### config.mk
export PLATFORM = sky130hd
export DESIGN_NAME = ratio_to_mult_shift_flat
export DESIGN_NICKNAME = d
export VERILOG_FILES = /design/src/rtl/rtms_pkg.sv /design/src/rtl/rtms_in_if.sv /design/src/rtl/rtms_out_if.sv /design/src/rtl/ratio_to_mult_shift.sv /design/src/flat_wrapper.sv
export VERILOG_INCLUDE_DIRS = /design/src /design/src/rtl
export SDC_FILE = /design/constraint.sdc
export NUM_CORES = 2
export LEC_CHECK = 0
export CAP_MARGIN = 10
export CORE_UTILIZATION = 57
export CTS_BUF_LIST = sky130_fd_sc_hd__clkbuf_4 sky130_fd_sc_hd__clkbuf_8
export DETAILED_ROUTE_END_ITERATION = 10
export DONT_BUFFER_PORTS = 1
export PLACE_DENSITY = 0.74
export SETUP_SLACK_MARGIN = 0.5
export SLEW_MARGIN = 15
export SYNTH_ARGS = -nofsm -noshare
export SYNTH_HDL_FRONTEND = slang
export SYNTH_SLANG_ARGS = --single-unit
### constraint.sdc
create_clock -name clk -period 23.9 [get_ports clk]
set_clock_uncertainty 0.1 [all_clocks]
set_input_delay 0 -clock clk [delete_from_list [all_inputs] [get_ports clk]]
set_output_delay 0 -clock clk [all_outputs]
set_load 0.1 [all_outputs]
### src/rtl/ratio_to_mult_shift_defines.svh
// Assertion macros for the ratio_to_mult_shift block.
// Needs signals named clk and rst in the scope of use.
`ifndef RATIO_TO_MULT_SHIFT_DEFINES_SVH
`define RATIO_TO_MULT_SHIFT_DEFINES_SVH

// Condition must hold at every clock edge outside reset.
`define RTMS_ASSERT_NOW(name, cond, msg) \
  name: assert property (@(posedge clk) disable iff (rst) (cond)) else $error(msg);

// Consequent must hold in the same cycle as the antecedent.
`define RTMS_ASSERT_IMP(name, ante, cons, msg) \
  name: assert property (@(posedge clk) disable iff (rst) (ante) |-> (cons)) else $error(msg);

`endif

### src/rtl/rtms_pkg.sv
// Shared types, constants and helpers for the ratio_to_mult_shift block.
// No dependencies; compile first after the defines header.
package rtms_pkg;

  localparam int unsigned DATA_W          = 32;
  localparam int unsigned SHIFT_W         = 6;
  localparam int unsigned LZ_W            = $clog2(DATA_W);
  localparam int unsigned STEPS_PER_STAGE = 4;
  localparam int unsigned DIV_STAGES      = DATA_W / STEPS_PER_STAGE;

  // Shift reported for a zero numerator.
  localparam logic [SHIFT_W-1:0] ZERO_NUM_SHIFT = SHIFT_W'(DATA_W);

  typedef logic [DATA_W-1:0] word_t;

  // Per-stage state of the division pipeline.
  typedef struct packed {
    word_t               rem;      // partial remainder, below dvs
    word_t               low;      // dividend bits still to shift in
    word_t               quo;      // quotient bits so far
    word_t               dvs;      // normalized divisor
    logic [SHIFT_W-1:0]  shift;
    logic                num_zero;
    logic                den_zero;
  } div_state_t;

  // Count leading zeros; a zero word gives zero (handled as a special case).
  function automatic logic [LZ_W-1:0] lead_zeros(word_t v);
    logic [LZ_W-1:0] cnt;
    cnt = '0;
    for (int i = 0; i < DATA_W; i++) begin
      if (v[i]) begin
        cnt = LZ_W'(DATA_W - 1 - i);
      end
    end
    return cnt;
  endfunction

endpackage

### src/rtl/rtms_in_if.sv
// Request channel of ratio_to_mult_shift: valid/ready plus the ratio.
// Depends on rtms_pkg.
interface rtms_in_if import rtms_pkg::*; ();
  logic  valid;
  logic  ready;
  word_t numerator;
  word_t denominator;

  modport source (output valid, output numerator, output denominator, input ready);
  modport sink   (input valid, input numerator, input denominator, output ready);
endinterface

### src/rtl/rtms_out_if.sv
// Result channel of ratio_to_mult_shift: valid/ready plus multiplier and shift.
// Depends on rtms_pkg.
interface rtms_out_if import rtms_pkg::*; ();
  logic               valid;
  logic               ready;
  word_t              multiplier;
  logic [SHIFT_W-1:0] shift_amount;
  logic               div_error;

  modport source (output valid, output multiplier, output shift_amount, output div_error,
                  input ready);
  modport sink   (input valid, input multiplier, input shift_amount, input div_error,
                  output ready);
endinterface

### src/rtl/ratio_to_mult_shift.sv
// ratio_to_mult_shift top level: ratio to normalized multiplier and right shift.
// Depends on rtms_pkg, rtms_in_if, rtms_out_if and ratio_to_mult_shift_defines.svh.

// Converts numerator/denominator into a 32-bit multiplier with its top bit set
// and a right shift of 0 to 63, so that (x * multiplier) >> shift_amount comes
// close to x * numerator / denominator. The multiplier is the quotient
// floor(numerator * 2^shift / denominator), chosen to land in [2^31, 2^32), and
// is rounded up by one when a remainder is left (a quotient of all ones then
// wraps to zero). A zero numerator gives multiplier 0 and shift 32; a zero
// denominator sets div_error with both other fields zero. The block is a fully
// pipelined restoring divider: one request is taken every clock cycle unless
// the result channel stalls, and each request passes through one stage for
// the leading-zero count, one for normalization, eight division stages of
// four quotient bits each and one for round-up. Backpressure on the result
// channel freezes the whole pipeline; nothing is dropped or repeated.
`include "ratio_to_mult_shift_defines.svh"

module ratio_to_mult_shift import rtms_pkg::*; (
  input  logic       clk,
  input  logic       rst,
  rtms_in_if.sink    ratio,
  rtms_out_if.source result
);

  // Global advance: move every stage when the output slot is free or drained.
  logic adv;

  // Stage A: captured operands and their leading-zero counts.
  logic             a_vld;
  word_t            a_num;
  word_t            a_den;
  logic [LZ_W-1:0]  a_lzn;
  logic [LZ_W-1:0]  a_lzd;

  // Division pipeline: entry 0 is the normalized start state.
  logic [DIV_STAGES:0] div_vld;
  div_state_t          st [DIV_STAGES+1];

  // Output register.
  logic               out_vld;
  word_t              out_mult;
  logic [SHIFT_W-1:0] out_shift;
  logic               out_err;

  assign adv         = !out_vld || result.ready;
  assign ratio.ready = adv;

  // ---- Stage A: count leading zeros of both operands ----
  always_ff @(posedge clk) begin
    if (rst) begin
      a_vld <= 1'b0;
    end else if (adv) begin
      a_vld <= ratio.valid;
    end
  end

  always_ff @(posedge clk) begin
    if (adv) begin
      a_num <= ratio.numerator;
      a_den <= ratio.denominator;
      a_lzn <= lead_zeros(ratio.numerator);
      a_lzd <= lead_zeros(ratio.denominator);
    end
  end

  // ---- Stage B: normalize and set up the 64-by-32 division ----
  // With N and D both normalized, N/D lies in (1/2, 2). Take the dividend as
  // N * 2^31 when N >= D, else N * 2^32, so the quotient fills 32 bits and
  // the upper dividend word stays below D.
  word_t               b_nnum;
  word_t               b_nden;
  logic                b_ge;
  logic [SHIFT_W:0]    b_base;
  div_state_t          b_state;

  always_comb begin
    b_nnum = a_num << a_lzn;
    b_nden = a_den << a_lzd;
    b_ge   = (b_nnum >= b_nden);
    b_base = b_ge ? (SHIFT_W+1)'(DATA_W - 1) : (SHIFT_W+1)'(DATA_W);

    b_state.rem      = b_ge ? {1'b0, b_nnum[DATA_W-1:1]} : b_nnum;
    b_state.low      = b_ge ? {b_nnum[0], {(DATA_W-1){1'b0}}} : '0;
    b_state.quo      = '0;
    b_state.dvs      = b_nden;
    b_state.shift    = SHIFT_W'(b_base + (SHIFT_W+1)'(a_lzn) - (SHIFT_W+1)'(a_lzd));
    b_state.num_zero = (a_num == '0);
    b_state.den_zero = (a_den == '0);
  end

  always_ff @(posedge clk) begin
    if (rst) begin
      div_vld[0] <= 1'b0;
    end else if (adv) begin
      div_vld[0] <= a_vld;
    end
  end

  always_ff @(posedge clk) begin
    if (adv) begin
      st[0] <= b_state;
    end
  end

  // ---- Division stages: four restoring steps each ----
  for (genvar j = 0; j < DIV_STAGES; j++) begin : g_div
    div_state_t nxt;

    always_comb begin
      logic [DATA_W:0] trial;
      nxt = st[j];
      for (int k = 0; k < STEPS_PER_STAGE; k++) begin
        // Bring down the next dividend bit, subtract the divisor if it fits.
        trial   = {nxt.rem, nxt.low[DATA_W-1]};
        nxt.low = nxt.low << 1;
        if (trial >= {1'b0, nxt.dvs}) begin
          trial   = trial - {1'b0, nxt.dvs};
          nxt.quo = {nxt.quo[DATA_W-2:0], 1'b1};
        end else begin
          nxt.quo = {nxt.quo[DATA_W-2:0], 1'b0};
        end
        nxt.rem = trial[DATA_W-1:0];
      end
    end

    always_ff @(posedge clk) begin
      if (rst) begin
        div_vld[j+1] <= 1'b0;
      end else if (adv) begin
        div_vld[j+1] <= div_vld[j];
      end
    end

    always_ff @(posedge clk) begin
      if (adv) begin
        st[j+1] <= nxt;
      end
    end
  end

  // ---- Output stage: round up and apply the special cases ----
  div_state_t         fin;
  word_t              fin_mult;
  logic [SHIFT_W-1:0] fin_shift;

  always_comb begin
    fin = st[DIV_STAGES];
    // Round up on any remainder; wraps to zero on an all-ones quotient.
    fin_mult  = fin.quo + DATA_W'(fin.rem != '0);
    fin_shift = fin.shift;
    if (fin.den_zero) begin
      fin_mult  = '0;
      fin_shift = '0;
    end else if (fin.num_zero) begin
      fin_mult  = '0;
      fin_shift = ZERO_NUM_SHIFT;
    end
  end

  always_ff @(posedge clk) begin
    if (rst) begin
      out_vld <= 1'b0;
    end else if (adv) begin
      out_vld <= div_vld[DIV_STAGES];
    end
  end

  always_ff @(posedge clk) begin
    if (adv) begin
      out_mult  <= fin_mult;
      out_shift <= fin_shift;
      out_err   <= fin.den_zero;
    end
  end

  assign result.valid        = out_vld;
  assign result.multiplier   = out_mult;
  assign result.shift_amount = out_shift;
  assign result.div_error    = out_err;

  // ---- Assertions ----
  `RTMS_ASSERT_IMP(a_start_rem_below_dvs, div_vld[0] && !st[0].den_zero, st[0].rem < st[0].dvs, "division start remainder not below divisor")
  `RTMS_ASSERT_IMP(a_quo_normalized, div_vld[DIV_STAGES] && !st[DIV_STAGES].den_zero && !st[DIV_STAGES].num_zero, st[DIV_STAGES].quo[DATA_W-1], "final quotient not normalized")
  `RTMS_ASSERT_IMP(a_err_zero_fields, result.valid && result.div_error, result.multiplier == '0 && result.shift_amount == '0, "error result carries nonzero fields")
  `RTMS_ASSERT_IMP(a_mult_top_bit, result.valid && !result.div_error && result.multiplier != '0, result.multiplier[DATA_W-1], "nonzero multiplier missing top bit")

endmodule

### src/flat_wrapper.sv
// flat-port wrapper written by rule: the top's interface ports become plain ports
module ratio_to_mult_shift_flat import rtms_pkg::*;
  (clk, rst, ratio_valid, ratio_numerator, ratio_denominator, ratio_ready, result_valid, result_multiplier, result_shift_amount, result_div_error, result_ready);
  rtms_in_if ratio_i ();
  rtms_out_if result_i ();
  input  logic clk;
  input  logic rst;
  input wire logic [$bits(ratio_i.valid)-1:0] ratio_valid;
  input wire logic [$bits(ratio_i.numerator)-1:0] ratio_numerator;
  input wire logic [$bits(ratio_i.denominator)-1:0] ratio_denominator;
  output wire logic [$bits(ratio_i.ready)-1:0] ratio_ready;
  output wire logic [$bits(result_i.valid)-1:0] result_valid;
  output wire logic [$bits(result_i.multiplier)-1:0] result_multiplier;
  output wire logic [$bits(result_i.shift_amount)-1:0] result_shift_amount;
  output wire logic [$bits(result_i.div_error)-1:0] result_div_error;
  input wire logic [$bits(result_i.ready)-1:0] result_ready;
  assign ratio_i.valid = ratio_valid;
  assign ratio_i.numerator = ratio_numerator;
  assign ratio_i.denominator = ratio_denominator;
  assign ratio_ready = ratio_i.ready;
  assign result_valid = result_i.valid;
  assign result_multiplier = result_i.multiplier;
  assign result_shift_amount = result_i.shift_amount;
  assign result_div_error = result_i.div_error;
  assign result_i.ready = result_ready;
  ratio_to_mult_shift u_core (.clk(clk), .rst(rst), .ratio(ratio_i), .result(result_i));
endmodule
======== After elaboration in Yosys (flattened, before gate mapping) ========
Memories as Yosys holds them, arrays and structs flattened.
Index checks and enable logic that the tools add are counted.
W data, S select, Z words.
operators by class
  add/sub/neg operators ................... 35
  $lt $le $gt $ge ......................... 33
  shift-type cells ........................ 2
  multiplexer cells ....................... 132
  reductions and logical operators ........ 14
operators with widths
  kind                 count
  $mux W32             34
  $ge A33 B32 Y1       32
  $sub A32 B32 Y32     32
  $mux W5              32
  $logic_not A32 Y1    2
  $mux W4              16
  $shl A32 B5 Y32      2
  $mux W1              36
  $add A32 B1 Y32      1
  $ge A32 B32 Y1       1
  $reduce_bool A32 Y1  1
  $reduce_or A16 Y1    2
  $mux W3              8
  $reduce_or A8 Y1     2
  $mux W6              2
  $mux W2              4
  $reduce_or A4 Y1     2
  $add A6 B5 Y6        1
  $reduce_or A2 Y1     3
  $sub A6 B5 Y6        1
  $logic_not A1 Y1     1
  $logic_or A1 B1 Y1   1
storage, ports and cells
  register bits ........................... 124
  RAM bits ................................ 1,224
  bits of input ports ..................... 68
  memories kept ........................... 1
memories
  name       depth  width  rd ports  clocked after memory_dff  wr ports  line                       source
  u_core.st  9      136    9         0                         9         ratio_to_mult_shift.sv:37  div_state_t st [DIV_STAGES+1];

======== Logic depth before layout (Yosys ltp) ========
  word-level depth ........................ 31
  gate-level depth with buffers ........... 60

======== Worst setup path before layout ========
Ideal clock, no wire load.
  kind .................................... flip-flop to flip-flop
  from .................................... reg u_core.out_vld, in the netlist u_core.result.valid
  to ...................................... reg u_core.a_den[0], enable pin
  arrival time ............................ 25.564 ns
  path slack .............................. -3.392 ns
  stages on the path, launching flop included .. 4
  cells stage by stage .................... dfxtp_1 nor2b_1 inv_1 clkbuf_1
on the way
  word-level cells in the longest chain between the ends .. 2
ends and longest elaborated chain
  element                   line                        source
  start: declaration        ratio_to_mult_shift.sv:40   logic out_vld;
  start signal: assignment  ratio_to_mult_shift.sv:164  out_vld <= div_vld[DIV_STAGES];
  $logic_not A1 Y1          ratio_to_mult_shift.sv:45   assign adv = !out_vld || result.ready;
  $logic_or A1 B1 Y1        ratio_to_mult_shift.sv:45
  net ratio_ready           flat_wrapper.sv:11          output wire logic [$bits(ratio_i.ready)-1:0] ratio_ready;
  end signal: assignment    ratio_to_mult_shift.sv:60   a_den <= ratio.denominator;
  end: declaration          ratio_to_mult_shift.sv:31   word_t a_den;
The timed path passes the listed nets, and every way through them passes these cells.
A chain may end at the register's enable or synchronous reset.

==> flow_summary_export.csv <==
group,metric,value,unit
outcome,status,"finished, final reports clean",
floorplan,core-area,163000,sq um
sta,period_share,66.6,%
placed_design,numPortBuffers,0,
clocking,cts_sinks,885,
global_routing,grt_pass1_vias,79000,
placed_design,dp.cells,12400,
yosys,synth_flop_cell,"edfxtp_1",
worst_setup_path,worst_setup_path_end_kind,"register",
drt,antenna_left,0,
global_routing,grt_usage,34.2,%
sta,finalMaxSlewViolations,0,
clocking,cts_buffers,159,
floorplan,num_rows,148,
sta,max_freq,0.0628,GHz
drt,wire_per_inst,22.9,um
yosys,synth_edf_count,874,
placed_design,postPlaceCellArea,95900,sq um
worst_setup_path,path_class,"register to register",
sta,finalSetupViolCount,0,
sta,rsz0062_at_grt,"false",
yosys,avgSynthCellArea,8.95,sq um
worst_setup_path,critPathMaxFanout,52,
worst_setup_path,r2r_cells,52,
worst_setup_path,r2r_end,"u_core.st[2][110]$_DFFE_PP_",
floorplan,fp.dieArea,166000,sq um
run,cap_violations,0,
drt,drt-pass1-iter-count,6,
yosys,syn_inst,10500,
min_path,min-delay-start,"ratio_numerator[6]",
yosys,syn-cell-area,93600,sq um
yosys,synth_seq_cells,885,
worst_setup_path,slowest_stage,"a2111oi_1",
clocking,cts-root-buf,"clkbuf_8",
yosys,ys_seq_area_share,28.3,%
worst_setup_path,timing.rr.start,"u_core.st[1][145]$_DFFE_PP_",
finish,final_nets,11700,
finish,most-common-layout-cells,"1041 x ha_1, 977 x a21oi_1, 874 x edfxtp_1",
finish,final_design_area_no_fill,101000,sq um
sta,relSlewSlack,10.7,%
drt,vias,82900,
finish,drive_gt1_share,9.53,%
finish,synthToLayoutAreaGrowth,7.74,%
global_routing,grt.overflow.total,0,
finish,stdcell_count,12900,
drt,first_iter_violations,7306,
floorplan,fp.dieH,407,um
floorplan,io_pins,109,
floorplan,start_util,57.4,%
clocking,clkTransAtPathRegs,60,ps
yosys,synth_nets,11600,
yosys,synthDistinctLibCells,97,
worst_setup_path,slowest_delay,890,ps
global_routing,grt_pass1_wl,449000,um
floorplan,die_width,407,um
yosys,async_reset_ff_share,0,%
placed_design,dp_hpwl,232000,um
worst_setup_path,startpoint_type,"register",
min_path,min_path_cells,2,
global_routing,grt_max_degree,181,
sta,tightest_slew,1330,ps
worst_setup_path,required,24480,ps
worst_setup_path,cpMostUsedCell,"a21oi_1",
placed_design,gp_congestion,1.02,
clocking,cts_tree,"done",
sta,finalSetupTns,0,ps
global_routing,antenna_found_initial,11,
worst_setup_path,rrSetupSlack,7980,ps
sta,finalHoldViolCount,0,
clocking,clockBufferDepth,3,
min_path,hold_path_class,"input pin to register",
worst_setup_path,arrival,16500,ps
min_path,hold-path-endpoint,"u_core.a_num[6]$_DFFE_PP_",
yosys,yosys_warnings,0,
clocking,cts.htree.levels,4,
drt,drt_wl_total,295000,um
drt,avgViaCountPerCell,6.43,
clocking,clk_latency,980,ps
finish,layout_commonest_cell,"ha_1",
sta,timing.final.crit_period,15920,ps
drt,drc_errors,0,
clocking,cts_resized,0,
## how the worst max path moves through the flow
stage                                           startpoint                     endpoint  slack [ps]  cells after the start
after floorplan           u_core.result.valid$_SDFFE_PP0P_    u_core.a_den[0]$_DFFE_PP_       10630                      3
after global placement         u_core.st[1][145]$_DFFE_PP_  u_core.st[2][110]$_DFFE_PP_        8110                     51
after detailed placement       u_core.st[1][145]$_DFFE_PP_  u_core.st[2][110]$_DFFE_PP_        8100                     51
after CTS                      u_core.st[1][145]$_DFFE_PP_  u_core.st[2][110]$_DFFE_PP_        8010                     51
after global routing             u_core.st[3][9]$_DFFE_PP_  u_core.st[3][270]$_DFFE_PP_        6830                     52
final                          u_core.st[1][145]$_DFFE_PP_  u_core.st[2][110]$_DFFE_PP_        7980                     52
## cell type report
class	count	area [sq um]
Antenna cell	4	10.0
Tap cell	2175	2720
Fill cell	14100	62100
Clock inverter	97	897
Clock buffer	196	2480
Timing Repair Buffer	205	1960
Inverter	661	2490
Sequential cell	885	26500
Multi-Input combinational cell	8673	63800
## layer usage
metal	wire [um]	global-route usage, %
met2	140000	57.9
met5	58	0
met3	20600	5.26
met1	118000	41.7
met4	16700	18.2
## worst max-delay path, delay by kind of cell, from the launching register on
| family | cells | cell delay [ps] |
|---|---|---|
| compound gates | 33 | 8420 |
| buf+inv | 5 | 1820 |
| simple gates | 7 | 1700 |
| fa+ha+maj | 4 | 1560 |
| mux | 3 | 1220 |
| flops | 1 | 710 |
## metrics by stage
step                      worst slack [ps]  hold slack (ps)  utilization [%]
after global placement                8110            -29.7             58.8
after detailed placement              8100            -27.9             58.8
after global routing                  6830              137             61.9
final                                 7980              157             61.9
after floorplan                      10630            -30.9                -
after CTS                             8010             41.3             61.9
## kinds of logic (layout without fill, tap and decap cells)
logic type                 count (synthesis)  count (layout)  synth area share [%]
AOI/OAI and AO/OA                       3249            3249                  22.2
adders and majority gates               1055            1055                  14.2
muxes                                    759             759                  9.34
other                                      0               4                     0
xor gates and xnor gates                 886             886                  8.29
buffers and inverters                    903            1159                  3.69
and+or+nand+nor                         2724            2724                  14.0
DFF                                      885             885                  28.3
## synth_stat cells, types with 44 or more instances
| cell type | instances | area (sq um) |
|---|---|---|
| nand4_1 | 158 | 988 |
| mux2i_1 | 145 | 1450 |
| and3_1 | 82 | 513 |
| nand3_1 | 218 | 1090 |
| o31ai_1 | 68 | 510 |
| nor4_1 | 74 | 463 |
| nor3_1 | 189 | 946 |
| xnor2_1 | 584 | 5110 |
| or3_1 | 64 | 400 |
| o21bai_1 | 161 | 1210 |
| o21ai_0 | 642 | 3210 |
| mux2_2 | 526 | 5920 |
| o21a_1 | 138 | 1040 |
| nand2_1 | 730 | 2740 |
| nor2_1 | 707 | 2650 |
| clkbuf_1 | 174 | 653 |
| xor2_1 | 302 | 2650 |
| a21o_1 | 536 | 4020 |
| edfxtp_1 | 874 | 26200 |
| mux2_1 | 44 | 495 |
| inv_1 | 639 | 2400 |
| and2_1 | 81 | 507 |
| nor2b_1 | 116 | 726 |
| nand2b_1 | 152 | 951 |
| o211ai_1 | 51 | 383 |
| or2_2 | 61 | 382 |
| a31oi_1 | 113 | 707 |
| a211oi_1 | 104 | 781 |
| a21oi_1 | 978 | 4890 |
| ha_1 | 1041 | 13000 |
## state kept, by name, indices dropped and copies added, names as in the netlist
| name | count |
|---|---|
| u_core.a_lzd | 5 |
| u_core.st | 761 |
| u_core.result.valid | 1 |
| u_core.div_vld | 9 |
| u_core.result.div_error | 1 |
| u_core.a_num | 32 |
| u_core.a_lzn | 5 |
| u_core.result.multiplier | 32 |
| u_core.a_den | 32 |
| u_core.a_vld | 1 |
| u_core.result.shift_amount | 6 |
## what timing repair did
item	4_1_cts	5_1_grt
setup buffers	0	0
endpoints found under the hold margin	85	0
hold buffers	158	0
Power is not shown: default switching activity piles up to over one toggle a cycle in this logic, so the estimate is an artifact.
